`config.mk`:
```
export PLATFORM = sky130hd
export DESIGN_NAME = pwm_prescaler_period_search
export DESIGN_NICKNAME = d
export VERILOG_FILES = /design/src/design/pps_pkg.sv /design/src/design/pwm_prescaler_period_search.sv /design/src/design/pps_serial_div.sv /design/src/design/pps_serial_mul.sv
export SDC_FILE = /design/constraint.sdc
export NUM_CORES = 1
export LEC_CHECK = 0
export ABC_AREA = 1
export BUFFER_PORTS_ARGS = -buffer_cell sky130_fd_sc_hd__buf_2
export CAP_MARGIN = 20
export CORE_ASPECT_RATIO = 0.8
export CORE_MARGIN = 3
export CORE_UTILIZATION = 44
export DETAILED_ROUTE_END_ITERATION = 16
export SYNTH_ARGS = -nofsm -noshare
export SYNTH_HDL_FRONTEND = slang
export SYNTH_HIERARCHICAL = 1
export SYNTH_SLANG_ARGS = --single-unit
```
`constraint.sdc`:
```
create_clock -name clk -period 16.1 [get_ports clk]
set_clock_uncertainty 0.05 [all_clocks]
set_input_delay 2.415 -clock clk [delete_from_list [all_inputs] [get_ports clk]]
set_output_delay 2.415 -clock clk [all_outputs]
set_load 0.01 [all_outputs]
```
`src/design/pps_pkg.sv`:
```
// ----------------------------------------------------------------------------
// pps_pkg
// Shared widths, constants and the sequencer state type for the PWM
// prescaler and period search block.
// ----------------------------------------------------------------------------
`default_nettype none

package pps_pkg;

  // Field widths of the stream payloads.
  localparam int FREQ_W   = 32;
  localparam int DUTY_W   = 16;
  localparam int CLK_W    = 32;
  localparam int PRESC_W  = 16;
  localparam int PERIOD_W = 16;
  localparam int CMP_W    = 16;
  localparam int ACC_W    = 2;

  localparam int S_TDATA_W = 48;  // freq 32 + duty 16
  localparam int M_TDATA_W = 56;  // 51 payload bits padded to 7 bytes

  // Clamped duty fits in ten bits (maximum 1000).
  localparam int DUTY_CL_W = 10;

  // Serial divider: dividend width and divisor width (prescaler times frequency).
  localparam int DIV_N_W   = 32;
  localparam int DIV_D_W   = PRESC_W + FREQ_W;
  localparam int DIV_CNT_W = $clog2(DIV_N_W);

  // Serial multiplier: multiplicand times a multiplier consumed one bit a cycle.
  localparam int MUL_A_W   = 32;
  localparam int MUL_B_W   = 16;
  localparam int MUL_P_W   = MUL_A_W + MUL_B_W;
  localparam int MUL_CNT_W = $clog2(MUL_B_W);

  localparam logic [CLK_W-1:0]     CLOCK_RESET = 32'd84000000;
  localparam logic [DUTY_W-1:0]    DUTY_FULL   = 16'd1000;
  localparam logic [PERIOD_W-1:0]  FINE_LOW    = 16'd1000;
  localparam logic [PERIOD_W-1:0]  COARSE_LOW  = 16'd100;
  localparam logic [DIV_D_W-1:0]   FMAX_DIV    = 48'd100;
  localparam logic [DIV_D_W-1:0]   CMP_DIV     = 48'd1000;
  localparam logic [PRESC_W-1:0]   PRESC_LAST  = 16'hffff;

  // Accuracy codes.
  localparam logic [ACC_W-1:0] ACC_NONE   = 2'd0;
  localparam logic [ACC_W-1:0] ACC_FINE   = 2'd1;
  localparam logic [ACC_W-1:0] ACC_COARSE = 2'd2;

  typedef enum logic [3:0] {
    ST_IDLE,
    ST_FMAX_START,
    ST_FMAX_WAIT,
    ST_PRESC_START,
    ST_PRESC_WAIT,
    ST_PF_START,
    ST_PF_WAIT,
    ST_PER_START,
    ST_PER_WAIT,
    ST_DM_START,
    ST_DM_WAIT,
    ST_CMP_START,
    ST_CMP_WAIT,
    ST_FINISH
  } pps_state_t;

endpackage

`default_nettype wire

```
`src/design/pwm_prescaler_period_search.sv`:
```
// ----------------------------------------------------------------------------
// pwm_prescaler_period_search
// Picks a timer prescaler, period and compare value for a requested PWM
// frequency and duty, using a bit-serial divider and multiplier.
// ----------------------------------------------------------------------------
//
//   Channel  | Dir | Signals                      | Payload (lowest bit up)
//   ---------+-----+------------------------------+-----------------------------
//   s_axis   | in  | tvalid, tready, tdata[47:0]  | freq_hz[31:0], duty_permille[15:0]
//   m_axis   | out | tvalid, tready, tdata[55:0]  | prescaler, period_count,
//            |     |                              | compare_value, accuracy_code,
//            |     |                              | freq_clamped, 5 zero bits
//   cfg      | in  | cfg_we, cfg_wdata[31:0]      | timer_clock_hz
//
// An item runs from its input transfer to a loaded result through four
// 32-step divisions (clock/100, prescaler, period, compare) in the shared
// serial divider, two 16-step multiplications and one finishing state. The
// input is ready again in the idle state after that, so a new item is taken
// only once the previous one is through. A zero frequency or a failed search
// ends early.
// The input is ready only while the sequencer is idle. The result register
// lets a new item start while the previous result still waits for its
// transfer. Reset is synchronous and loads the clock register with 84 MHz.
// ----------------------------------------------------------------------------
`default_nettype none

module pwm_prescaler_period_search (
  input  wire logic                              clk,
  input  wire logic                              rst,
  // Configuration: timer_clock_hz.
  input  wire logic                              cfg_we,
  input  wire logic [pps_pkg::CLK_W-1:0]         cfg_wdata,
  // Input stream.
  input  wire logic                              s_axis_tvalid,
  output logic                                   s_axis_tready,
  // tdata: freq_hz[31:0], duty_permille[47:32].
  input  wire logic [pps_pkg::S_TDATA_W-1:0]     s_axis_tdata,
  // Output stream.
  output logic                                   m_axis_tvalid,
  input  wire logic                              m_axis_tready,
  // tdata: prescaler[15:0], period_count[31:16], compare_value[47:32],
  // accuracy_code[49:48], freq_clamped[50], zero[55:51].
  output logic [pps_pkg::M_TDATA_W-1:0]          m_axis_tdata
);
  import pps_pkg::*;

  pps_state_t state, state_next;

  logic [CLK_W-1:0]     timer_clock_hz;
  logic [FREQ_W-1:0]    freq;
  logic [DUTY_CL_W-1:0] duty;
  logic [PRESC_W-1:0]   presc;
  logic [PERIOD_W-1:0]  period;
  logic [CMP_W-1:0]     cmp;
  logic [ACC_W-1:0]     acc;
  logic                 clamped;

  logic                 out_valid;
  logic [M_TDATA_W-1:0] out_data;

  // Serial unit handshakes and operands.
  logic                 div_start, div_done;
  logic [DIV_N_W-1:0]   div_n, div_q;
  logic [DIV_D_W-1:0]   div_d;
  logic                 mul_start, mul_done;
  logic [MUL_A_W-1:0]   mul_a;
  logic [MUL_B_W-1:0]   mul_b;
  logic [MUL_P_W-1:0]   mul_p;

  logic                 in_xfer;
  logic                 out_free;

  assign in_xfer       = s_axis_tvalid && s_axis_tready;
  assign out_free      = !out_valid || m_axis_tready;
  assign s_axis_tready = (state == ST_IDLE);
  assign m_axis_tvalid = out_valid;
  assign m_axis_tdata  = out_data;

  // Configuration register.
  always_ff @(posedge clk) begin
    if (rst) begin
      timer_clock_hz <= CLOCK_RESET;
    end else if (cfg_we) begin
      timer_clock_hz <= cfg_wdata;
    end
  end

  // Sequencer state register.
  always_ff @(posedge clk) begin
    if (rst) begin
      state <= ST_IDLE;
    end else begin
      state <= state_next;
    end
  end

  // Next state. The period equals clock/(prescaler*freq), which only falls as
  // the prescaler grows, so the smallest prescaler that keeps the period within
  // 16 bits is floor((clock>>16)/freq)+1, and both search bounds are checked
  // against that one candidate.
  always_comb begin
    state_next = state;
    unique case (state)
      ST_IDLE: begin
        if (in_xfer) state_next = ST_FMAX_START;
      end
      ST_FMAX_START:  state_next = ST_FMAX_WAIT;
      ST_FMAX_WAIT: begin
        if (div_done) state_next = ST_PRESC_START;
      end
      ST_PRESC_START: begin
        // A zero frequency (also after clamping) skips the search.
        state_next = (freq == '0) ? ST_FINISH : ST_PRESC_WAIT;
      end
      ST_PRESC_WAIT: begin
        if (div_done) begin
          // The candidate prescaler would exceed 65535: no prescaler qualifies.
          state_next = (div_q[PRESC_W-1:0] == PRESC_LAST) ? ST_FINISH : ST_PF_START;
        end
      end
      ST_PF_START:    state_next = ST_PF_WAIT;
      ST_PF_WAIT: begin
        if (mul_done) state_next = ST_PER_START;
      end
      ST_PER_START:   state_next = ST_PER_WAIT;
      ST_PER_WAIT: begin
        if (div_done) begin
          state_next = (div_q[PERIOD_W-1:0] < COARSE_LOW) ? ST_FINISH : ST_DM_START;
        end
      end
      ST_DM_START:    state_next = ST_DM_WAIT;
      ST_DM_WAIT: begin
        if (mul_done) state_next = ST_CMP_START;
      end
      ST_CMP_START:   state_next = ST_CMP_WAIT;
      ST_CMP_WAIT: begin
        if (div_done) state_next = ST_FINISH;
      end
      ST_FINISH: begin
        if (out_free) state_next = ST_IDLE;
      end
      default:        state_next = ST_IDLE;
    endcase
  end

  // Unit launches and operand selection.
  always_comb begin
    div_start = 1'b0;
    div_n     = timer_clock_hz;
    div_d     = FMAX_DIV;
    mul_start = 1'b0;
    mul_a     = freq;
    mul_b     = presc;
    unique case (state)
      ST_FMAX_START: begin
        div_start = 1'b1;
      end
      ST_PRESC_START: begin
        // floor(floor(clock/65536)/freq)
        div_start = (freq != '0);
        div_n     = DIV_N_W'(timer_clock_hz[CLK_W-1:16]);
        div_d     = DIV_D_W'(freq);
      end
      ST_PF_START: begin
        mul_start = 1'b1;
      end
      ST_PER_START: begin
        div_start = 1'b1;
        div_d     = mul_p;
      end
      ST_DM_START: begin
        mul_start = 1'b1;
        mul_a     = MUL_A_W'(period);
        mul_b     = MUL_B_W'(duty);
      end
      ST_CMP_START: begin
        div_start = 1'b1;
        div_n     = mul_p[DIV_N_W-1:0];
        div_d     = CMP_DIV;
      end
      default: begin
      end
    endcase
  end

  // Working registers of the current item.
  always_ff @(posedge clk) begin
    if (in_xfer) begin
      freq    <= s_axis_tdata[FREQ_W-1:0];
      duty    <= (s_axis_tdata[FREQ_W +: DUTY_W] > DUTY_FULL) ?
                 DUTY_CL_W'(DUTY_FULL) : s_axis_tdata[FREQ_W +: DUTY_CL_W];
      acc     <= ACC_NONE;
      clamped <= 1'b0;
    end
    if (state == ST_FMAX_WAIT && div_done && freq > div_q) begin
      freq    <= div_q;
      clamped <= 1'b1;
    end
    if (state == ST_PRESC_WAIT && div_done) begin
      presc <= div_q[PRESC_W-1:0] + 1'b1;
    end
    if (state == ST_PER_WAIT && div_done) begin
      period <= div_q[PERIOD_W-1:0];
      if (div_q[PERIOD_W-1:0] >= FINE_LOW) begin
        acc <= ACC_FINE;
      end else if (div_q[PERIOD_W-1:0] >= COARSE_LOW) begin
        acc <= ACC_COARSE;
      end
    end
    if (state == ST_CMP_WAIT && div_done) begin
      cmp <= div_q[CMP_W-1:0];
    end
  end

  // Result register; a failed or zero-frequency item reports zero values.
  always_ff @(posedge clk) begin
    if (rst) begin
      out_valid <= 1'b0;
    end else if (state == ST_FINISH && out_free) begin
      out_valid <= 1'b1;
    end else if (m_axis_tready) begin
      out_valid <= 1'b0;
    end
  end

  always_ff @(posedge clk) begin
    if (state == ST_FINISH && out_free) begin
      if (acc == ACC_NONE) begin
        out_data <= {5'b0, clamped, ACC_NONE, {CMP_W{1'b0}}, {PERIOD_W{1'b0}},
                     {PRESC_W{1'b0}}};
      end else begin
        out_data <= {5'b0, clamped, acc, cmp, period, presc};
      end
    end
  end

  pps_serial_div u_div (
    .clk      (clk),
    .rst      (rst),
    .start    (div_start),
    .dividend (div_n),
    .divisor  (div_d),
    .done     (div_done),
    .quotient (div_q)
  );

  pps_serial_mul u_mul (
    .clk     (clk),
    .rst     (rst),
    .start   (mul_start),
    .mcand   (mul_a),
    .mplier  (mul_b),
    .done    (mul_done),
    .product (mul_p)
  );

endmodule

`default_nettype wire

```
`src/design/pps_serial_div.sv`:
```
// ----------------------------------------------------------------------------
// pps_serial_div
// Restoring divider that retires one quotient bit per cycle.
// ----------------------------------------------------------------------------
`default_nettype none

module pps_serial_div (
  input  wire logic                         clk,
  input  wire logic                         rst,
  input  wire logic                         start,
  input  wire logic [pps_pkg::DIV_N_W-1:0]  dividend,
  input  wire logic [pps_pkg::DIV_D_W-1:0]  divisor,
  output logic                              done,
  output logic [pps_pkg::DIV_N_W-1:0]       quotient
);
  import pps_pkg::*;

  logic                 busy;
  logic [DIV_CNT_W-1:0] cnt;
  logic [DIV_D_W-1:0]   rem;
  logic [DIV_D_W-1:0]   dsr;
  logic [DIV_N_W-1:0]   quo;
  logic [DIV_D_W:0]     trial;
  logic                 fits;

  assign trial    = {rem, quo[DIV_N_W-1]};
  assign fits     = trial >= {1'b0, dsr};
  assign quotient = quo;

  always_ff @(posedge clk) begin
    if (rst) begin
      busy <= 1'b0;
      done <= 1'b0;
      cnt  <= '0;
    end else begin
      done <= 1'b0;
      if (start) begin
        busy <= 1'b1;
        cnt  <= '0;
      end else if (busy) begin
        cnt <= cnt + 1'b1;
        if (cnt == DIV_CNT_W'(DIV_N_W - 1)) begin
          busy <= 1'b0;
          done <= 1'b1;
        end
      end
    end
  end

  // The dividend shifts out of the top of quo while quotient bits enter below.
  always_ff @(posedge clk) begin
    if (start) begin
      rem <= '0;
      dsr <= divisor;
      quo <= dividend;
    end else if (busy) begin
      if (fits) begin
        rem <= DIV_D_W'(trial - {1'b0, dsr});
      end else begin
        rem <= trial[DIV_D_W-1:0];
      end
      quo <= {quo[DIV_N_W-2:0], fits};
    end
  end

endmodule

`default_nettype wire

```
`src/design/pps_serial_mul.sv`:
```
// ----------------------------------------------------------------------------
// pps_serial_mul
// Shift-and-add multiplier that consumes one multiplier bit per cycle.
// ----------------------------------------------------------------------------
`default_nettype none

module pps_serial_mul (
  input  wire logic                         clk,
  input  wire logic                         rst,
  input  wire logic                         start,
  input  wire logic [pps_pkg::MUL_A_W-1:0]  mcand,
  input  wire logic [pps_pkg::MUL_B_W-1:0]  mplier,
  output logic                              done,
  output logic [pps_pkg::MUL_P_W-1:0]       product
);
  import pps_pkg::*;

  logic                 busy;
  logic [MUL_CNT_W-1:0] cnt;
  logic [MUL_A_W-1:0]   a;
  logic [MUL_P_W-1:0]   prod;
  logic [MUL_A_W:0]     sum;

  // The upper 32 bits accumulate; the low 16 bits hold the remaining multiplier bits.
  assign sum     = {1'b0, prod[MUL_P_W-1:MUL_B_W]} + (prod[0] ? {1'b0, a} : '0);
  assign product = prod;

  always_ff @(posedge clk) begin
    if (rst) begin
      busy <= 1'b0;
      done <= 1'b0;
      cnt  <= '0;
    end else begin
      done <= 1'b0;
      if (start) begin
        busy <= 1'b1;
        cnt  <= '0;
      end else if (busy) begin
        cnt <= cnt + 1'b1;
        if (cnt == MUL_CNT_W'(MUL_B_W - 1)) begin
          busy <= 1'b0;
          done <= 1'b1;
        end
      end
    end
  end

  always_ff @(posedge clk) begin
    if (start) begin
      a    <= mcand;
      prod <= {{MUL_A_W{1'b0}}, mplier};
    end else if (busy) begin
      prod <= {sum, prod[MUL_B_W-1:1]};
    end
  end

endmodule

`default_nettype wire

```
== Word-level counts from Yosys, hierarchy flattened ==
Index checks and enable logic that the tools add are counted.

* Reduce and logical (&&, ||, !) cells: 24
* Add/sub/neg operators: 5
* Magnitude comparators: 6
* Bitwise gates (word level): 2
* Mux-type cells: 40
* Eq/ne operators: 24

{| class="wikitable"
|+ Operators with widths
! kind !! number
|-
| 2-to-1 mux 32 bit || 5
|-
| one-hot mux 48 bit (3 select lines) || 1
|-
| 2-to-1 mux 16 bit || 4
|-
| one-hot mux 32 bit (2 select lines) || 1
|-
| one-hot mux 4 bit (14 select lines) || 1
|-
| greater-or-equal comparator 49 x 48 -> 1 bit || 1
|-
| 2-to-1 mux 48 bit || 1
|-
| subtractor 48 bit || 1
|-
| 2-to-1 mux 4 bit || 10
|-
| adder 32 x 32 -> 33 bit || 1
|-
| > comparator 32 bit || 1
|-
| zero test 32 bit || 1
|-
| nonzero test 32 bit || 1
|-
| equality test 4 bit, second input constant || 7
|-
| adder 16 x 1 -> 16 bit, second input constant || 1
|-
| equality test 16 bit, second input constant || 1
|-
| equality test 4 x 3 -> 1 bit, second input constant || 4
|-
| greater-or-equal comparator 16 x 10 -> 1 bit, second input constant || 1
|-
| greater-or-equal comparator 16 x 7 -> 1 bit, second input constant || 1
|-
| > comparator 16 x 10 -> 1 bit, second input constant || 1
|-
| < comparator 16 x 7 -> 1 bit, second input constant || 1
|-
| != test 2 x 1 -> 1 bit, second input constant || 7
|-
| 2-to-1 mux 1 bit || 11
|-
| OR reduction 3 bit || 3
|-
| 18 further kinds || 34
|}

* Bits of input ports: 85
* Output and inout bits: 58
* Bits in registers: 407
* Logic and storage cells: 126

== Logic depth before layout (Yosys ltp) ==
* Word-level depth: 6
* Gate-level depth with buffers: 18
* Gate-level depth less buffers: 17

== Hierarchy ==
The synthesis kept the hierarchy.

{| class="wikitable"
|+ By module, submodules not included
! module !! instances !! area an instance (um^2) !! cells each
|-
| pps_serial_div || 1 || 10027.1 || 1556
|-
| pwm_prescaler_period_search || 1 || 9432.8 || 1109
|-
| pps_serial_mul || 1 || 5667.9 || 837
|}

== Least setup slack after synthesis ==
OpenSTA, ideal clock, no wires.

* Kind: input to register
* Start point: in m_axis_tready
* End point: reg out_data[0] (netlist: m_axis_tdata[0]) (enable)
* Setup slack: 9534 ps
* Arrival: 5991 ps
* Data required time: 15525 ps
* Stages on the path: 2
* Path buffers: 0
* Path through: nor2_1 > nor3_1

* Word-level cells in the longest chain between the ends: 2

{| class="wikitable"
|+ Ends and longest elaborated chain
! what !! RTL line !! source
|-
| from (decl) || pwm_prescaler_period_search.sv:40 || <nowiki>input wire logic m_axis_tready,</nowiki>
|-
| logical OR 1 bit || pwm_prescaler_period_search.sv:74 || <nowiki>assign out_free = !out_valid || m_axis_tready;</nowiki>
|-
| logical AND 1 bit || pwm_prescaler_period_search.sv:227 || <nowiki>if (state == ST_FINISH && out_free) begin</nowiki>
|-
| to (signal assigned) || pwm_prescaler_period_search.sv:229 || <nowiki>out_data <= {5'b0, clamped, ACC_NONE, {CMP_W{1'b0}}, {PERIOD_W{1'b0}},</nowiki>
|-
| to (signal assigned) || pwm_prescaler_period_search.sv:232 || <nowiki>out_data <= {5'b0, clamped, acc, cmp, period, presc};</nowiki>
|-
| to (decl) || pwm_prescaler_period_search.sv:59 || <nowiki>logic [M_TDATA_W-1:0] out_data;</nowiki>
|}

No other way between the ends.
A chain may end at the register's enable or synchronous reset.

== Final worst setup path ==
* Start point: reg state[1]
* End point: out s_axis_tready

* Word-level cells in the longest chain between the ends: 1

{| class="wikitable"
|+ Ends and longest elaborated chain
! what !! RTL line !! source
|-
| from (decl) || pwm_prescaler_period_search.sv:47 || <nowiki>pps_state_t state, state_next;</nowiki>
|-
| from (signal assigned) || pwm_prescaler_period_search.sv:93 || <nowiki>state <= state_next;</nowiki>
|-
| zero test 4 bit || pwm_prescaler_period_search.sv:75 || <nowiki>assign s_axis_tready = (state == ST_IDLE);</nowiki>
|-
| to (decl) || pwm_prescaler_period_search.sv:35 || <nowiki>output logic s_axis_tready,</nowiki>
|}

No other way between the ends.

==> results.md <==
Layout:
- The fraction of final layout cells sized beyond drive strength 1 is around 8.8%.
- For this run, the post-layout net count is 3809.
- From synthesis to final layout, the design area changed by 11.2%.
- The count of cells in the finished layout, fillers not included, comes to between 4000 and 5000.
- The top cell types in the final layout, fill and taps aside, are sky130_fd_sc_hd__nand2_1, sky130_fd_sc_hd__inv_1, sky130_fd_sc_hd__nor2_1, sky130_fd_sc_hd__edfxtp_1, sky130_fd_sc_hd__nand3_1.
- Leaving out fill and tap cells, the most frequent cell in the layout is sky130_fd_sc_hd__nand2_1.

Die:
- For this design the top-level I/O count stands at approximately 140.
- The die is 273 um wide.
- The height of the die is 220 um.
- The effective utilization at floorplan is ~45%.
- The initialized floorplan defines 77 standard-cell rows.
- The total area inside the core boundary comes to 55900 um^2.
- The die covers 60000 um^2.

STA:
- The share of the clock period used by the worst path is between 20% and 30%.
- The number of failing hold endpoints at the final stage is 0.
- The number of setup violations in the final report is 0.
- After layout, the minimum clock period comes to around 4500 ps.
- For the pin with the worst max-slew slack, the measured transition is approximately 930 ps.
- The max-slew violation count was 0.
- For this run, the top clock speed supported by timing is 224 MHz.
- The total negative slack for setup checks is 0 ps.
- Setup repair after global routing left no endpoint under its margin.
- The headroom to the max-slew limit is between 30 and 40%.

Worst setup path:
- The startpoint identified for the worst register-to-register timing path is state[2]$_SDFFE_PP0P_.
- The startpoint class of the critical path is a flip-flop.
- The reg-to-reg setup timing slack is 12450 ps.
- Data on the critical path is required at its endpoint by 13640 ps.
- The number of cells on the worst reg-to-reg path is 8.
- The endpoint arrival time on the critical path is roughly 2000 ps.
- The top fanout value on the critical path is 5.
- By startpoint and endpoint, the worst setup path is classified as reg -> out.
- STA classifies the critical path endpoint as a primary output.
- The endpoint identified for the worst register-to-register timing path is u_div/quotient[21]$_DFFE_PP_.

Logic synthesis:
- The number of cells produced by synthesis is ~3500.
- Counting flops with a built-in enable in the synthesized netlist gives ~270.
- After synthesis, the largest family of logic cells by area is simple AND/OR/NAND/NOR gates.
- The share of async-settable or async-resettable flops after synthesis is 0%.
- The flop and latch count out of synthesis is approximately 400.
- The multiplexer share of the synthesized area is 0%.
- The post-synthesis compound-gate area fraction is under 10%.
- The proportion of synthesized chip area in sequential cells is a little over two fifths.
- The synthesized netlist occupies a cell area of 25100 um^2.
- For this run, the leading register cell type out of synthesis is sky130_fd_sc_hd__edfxtp_1.
- Dividing the synthesized area by the synthesized cell count gives between 7 and 8 um^2.
- Of the total synthesized cell area, the portion taken by XOR and XNOR cells is under 10%.
- In this run, distinct cell masters in the synthesized netlist total between 50 and 60.
- The synthesis warning total is 6.
- Summing the areas of all fa, ha and maj instances in the mapped netlist gives roughly 6.0% of the synthesized area.
- The simple-gate area share of the yosys netlist is 31.3%.

Route:
- The number of design rule violations left after detail routing is 0.
- The count of vias placed by the detailed router is between 20000 and 25000.
- The violation count after the first detailed-route iteration is roughly 2500.
- The average wire per cell in the routed design is between 15 and 20 um.
- The routed design has 77200 um of wire.
- The post-detailed-route count of antenna-violating nets is 0.
- The first TritonRoute pass finished after 6 iterations.
- The ratio of routed vias to standard cells is ~5.1.

Global routing:
- The via count of the first global-routing pass is about 20000.
- The first global-routing pass estimated roughly 120000 um of wire.
- The total congestion overflow is 0.
- The initial antenna violation count is 5.
- The largest net degree at the start of global routing is 64.
- Global routing used roughly a quarter of the available tracks.

Flow run:
- The tool flagged a number of max-cap violations equal to 0.

CTS:
- The cell sitting at the root of the clock tree is a sky130_fd_sc_hd__clkbuf_16.
- Once the clock tree was built, the resizer swapped 0 gates to a different size.
- The clock tree synthesis step divided the H-tree into 2 levels.
- The total clock sinks is roughly 400.
- In this run, post-CTS hold repair placed 0 buffers.
- The maximum buffer depth of the clock tree is 3.
- After clock tree synthesis, the clock-pin slew on the worst setup and hold paths is around 70 ps.
- The CTS buffer count is 43.
- TritonCTS built the clock tree.
- The number of setup buffers added after CTS is 0.
- For the worst-skew pair, the clock arrives at the later sink with an insertion delay of 590 ps.

Pwr:
- Across the VDD grid, the largest voltage drop is 0.140 mV.
- Dividing total power by cell area gives a power density of approximately 160 nW/um^2.
- The analysis attributes to cell leakage a power of 14.2 nW.

Place:
- In this run the tool buffered the top-level ports with about 140 buffer cells.
- Summed over all nets, the half-perimeter wirelength after detailed placement is around 60000 um.
- Once placement completed, the tool counted placed cells totaling between 4000 and 5000.
- The global placement routability congestion is between 0.9 and 1.

Hold path:
- The hold path startpoint is clamped$_SDFFE_PP1P_.
- The capture endpoint of the worst hold path is m_axis_tdata[50]$_DFFE_PP_.
- Counting instances, the worst hold path has a depth of 0.
- The class of the most critical hold timing path is reg -> reg.

Run status:
- The run finished with clean final reports.
[cells in the mapped netlist (all sizes together), types with 35 or more instances]
cell type  number  area [um^2]
ha            117         1460
o22ai          35          219
nand4          79          494
nand2        1212         4630
clkbuf         50          188
nor2          347         1380
nand3         197         1030
o21ai          84          420
inv           692         2600
edfxtp        269         8080
buf            54          339
dfxtp         133         2660
a21oi          85          448
[final cells by class]
cell class | count | area, um^2
tap | 750 | 938
antenna | 2 | 5.00
inverter | 693 | 2600
timing repair buffer | 158 | 863
sequential | 402 | 10700
clock buffer | 55 | 1210
multi-input combinational | 2307 | 11300
fill | 5665 | 27900
clock inverter | 25 | 256
[flip-flops by register name, summed over array words and instances, names as in the netlist, 2 cells and up]
name	cells
cmp	16
period	16
u_div/rem	48
presc	16
acc	2
m_axis_tdata	51
u_mul/product	48
u_div/dsr	48
duty	10
u_mul/cnt	4
state	4
u_div/cnt	5
freq	32
u_div/quotient	32
timer_clock_hz	32
u_mul/a	32
[how the worst max path moves through the flow]
stage                                from  cells past startpoint                         endpoint  slack (ps)
global placement                   cfg_we                      4  timer_clock_hz[31]$_SDFFE_PP0P_       11710
finish              state[1]$_SDFFE_PP0P_                      4                    s_axis_tready       11630
detailed placement                 cfg_we                      4  timer_clock_hz[22]$_SDFFE_PP0P_       11620
global route        state[1]$_SDFFE_PP0P_                      4                    s_axis_tready       11500
CTS                 state[1]$_SDFFE_PP0P_                      4                    s_axis_tready       11610
floorplan                   m_axis_tready                      2    m_axis_tdata[0]$_SDFFCE_PN0P_        9530
[through the flow]
| stage | setup WS (ps) | instance area, um^2 | power [mW] | utilization (%) | hold WS, ps |
|---|---|---|---|---|---|
| after detailed placement | 11620 | 26400 | 3.27 | 47.3 | 369 |
| after floorplan | 9530 | 25100 | 2.77 | - | 359 |
| final | 11630 | 27900 | 4.34 | 50.0 | 389 |
| after CTS | 11610 | 27900 | 4.33 | 50.0 | 386 |
| after global placement | 11710 | 26400 | 3.26 | 47.3 | 381 |
| after global routing | 11500 | 27900 | 4.66 | 50.0 | 403 |
[logic make-up (layout without fill, tap and decap cells)]
logic type               count (synthesis)  after routing
AO/OA/AOI/OAI                          252            252
XOR/XNOR                                46             46
adder cells (fa/ha/maj)                119            119
buffers and inverters                  797            931
flip-flops                             402            402
other                                    1              7
AND/OR/NAND/NOR                       1885           1885
[worst max-delay path: stages, from the launching register on]
cell	delay, ps
sky130_fd_sc_hd__dfxtp_1	360
sky130_fd_sc_hd__nor2_1	380
sky130_fd_sc_hd__inv_1	180
sky130_fd_sc_hd__nor2_1	290
sky130_fd_sc_hd__buf_2	190
[report_power, final]
| part | switching [mW] | leakage [nW] | internal, mW | total, mW |
|---|---|---|---|---|
| Sequential | 0.166 | 3.58 | 1.32 | 1.49 |
| Combinational | 1.23 | 9.86 | 0.567 | 1.80 |
| Clock | 0.450 | 0.729 | 0.604 | 1.05 |
[per-layer routing]
layer / track usage [%] / share of wire (%) / vias up
li1: - / - / 11154
met1: 40.5 / 50 / 10197
met2: 35.8 / 40 / 821
met3: 4.25 / 8.7 / 84
met4: 5.01 / 1.5 / 4
met5: 0 / 0.035 / -
Note: power is estimated with default switching activity, not from simulation.
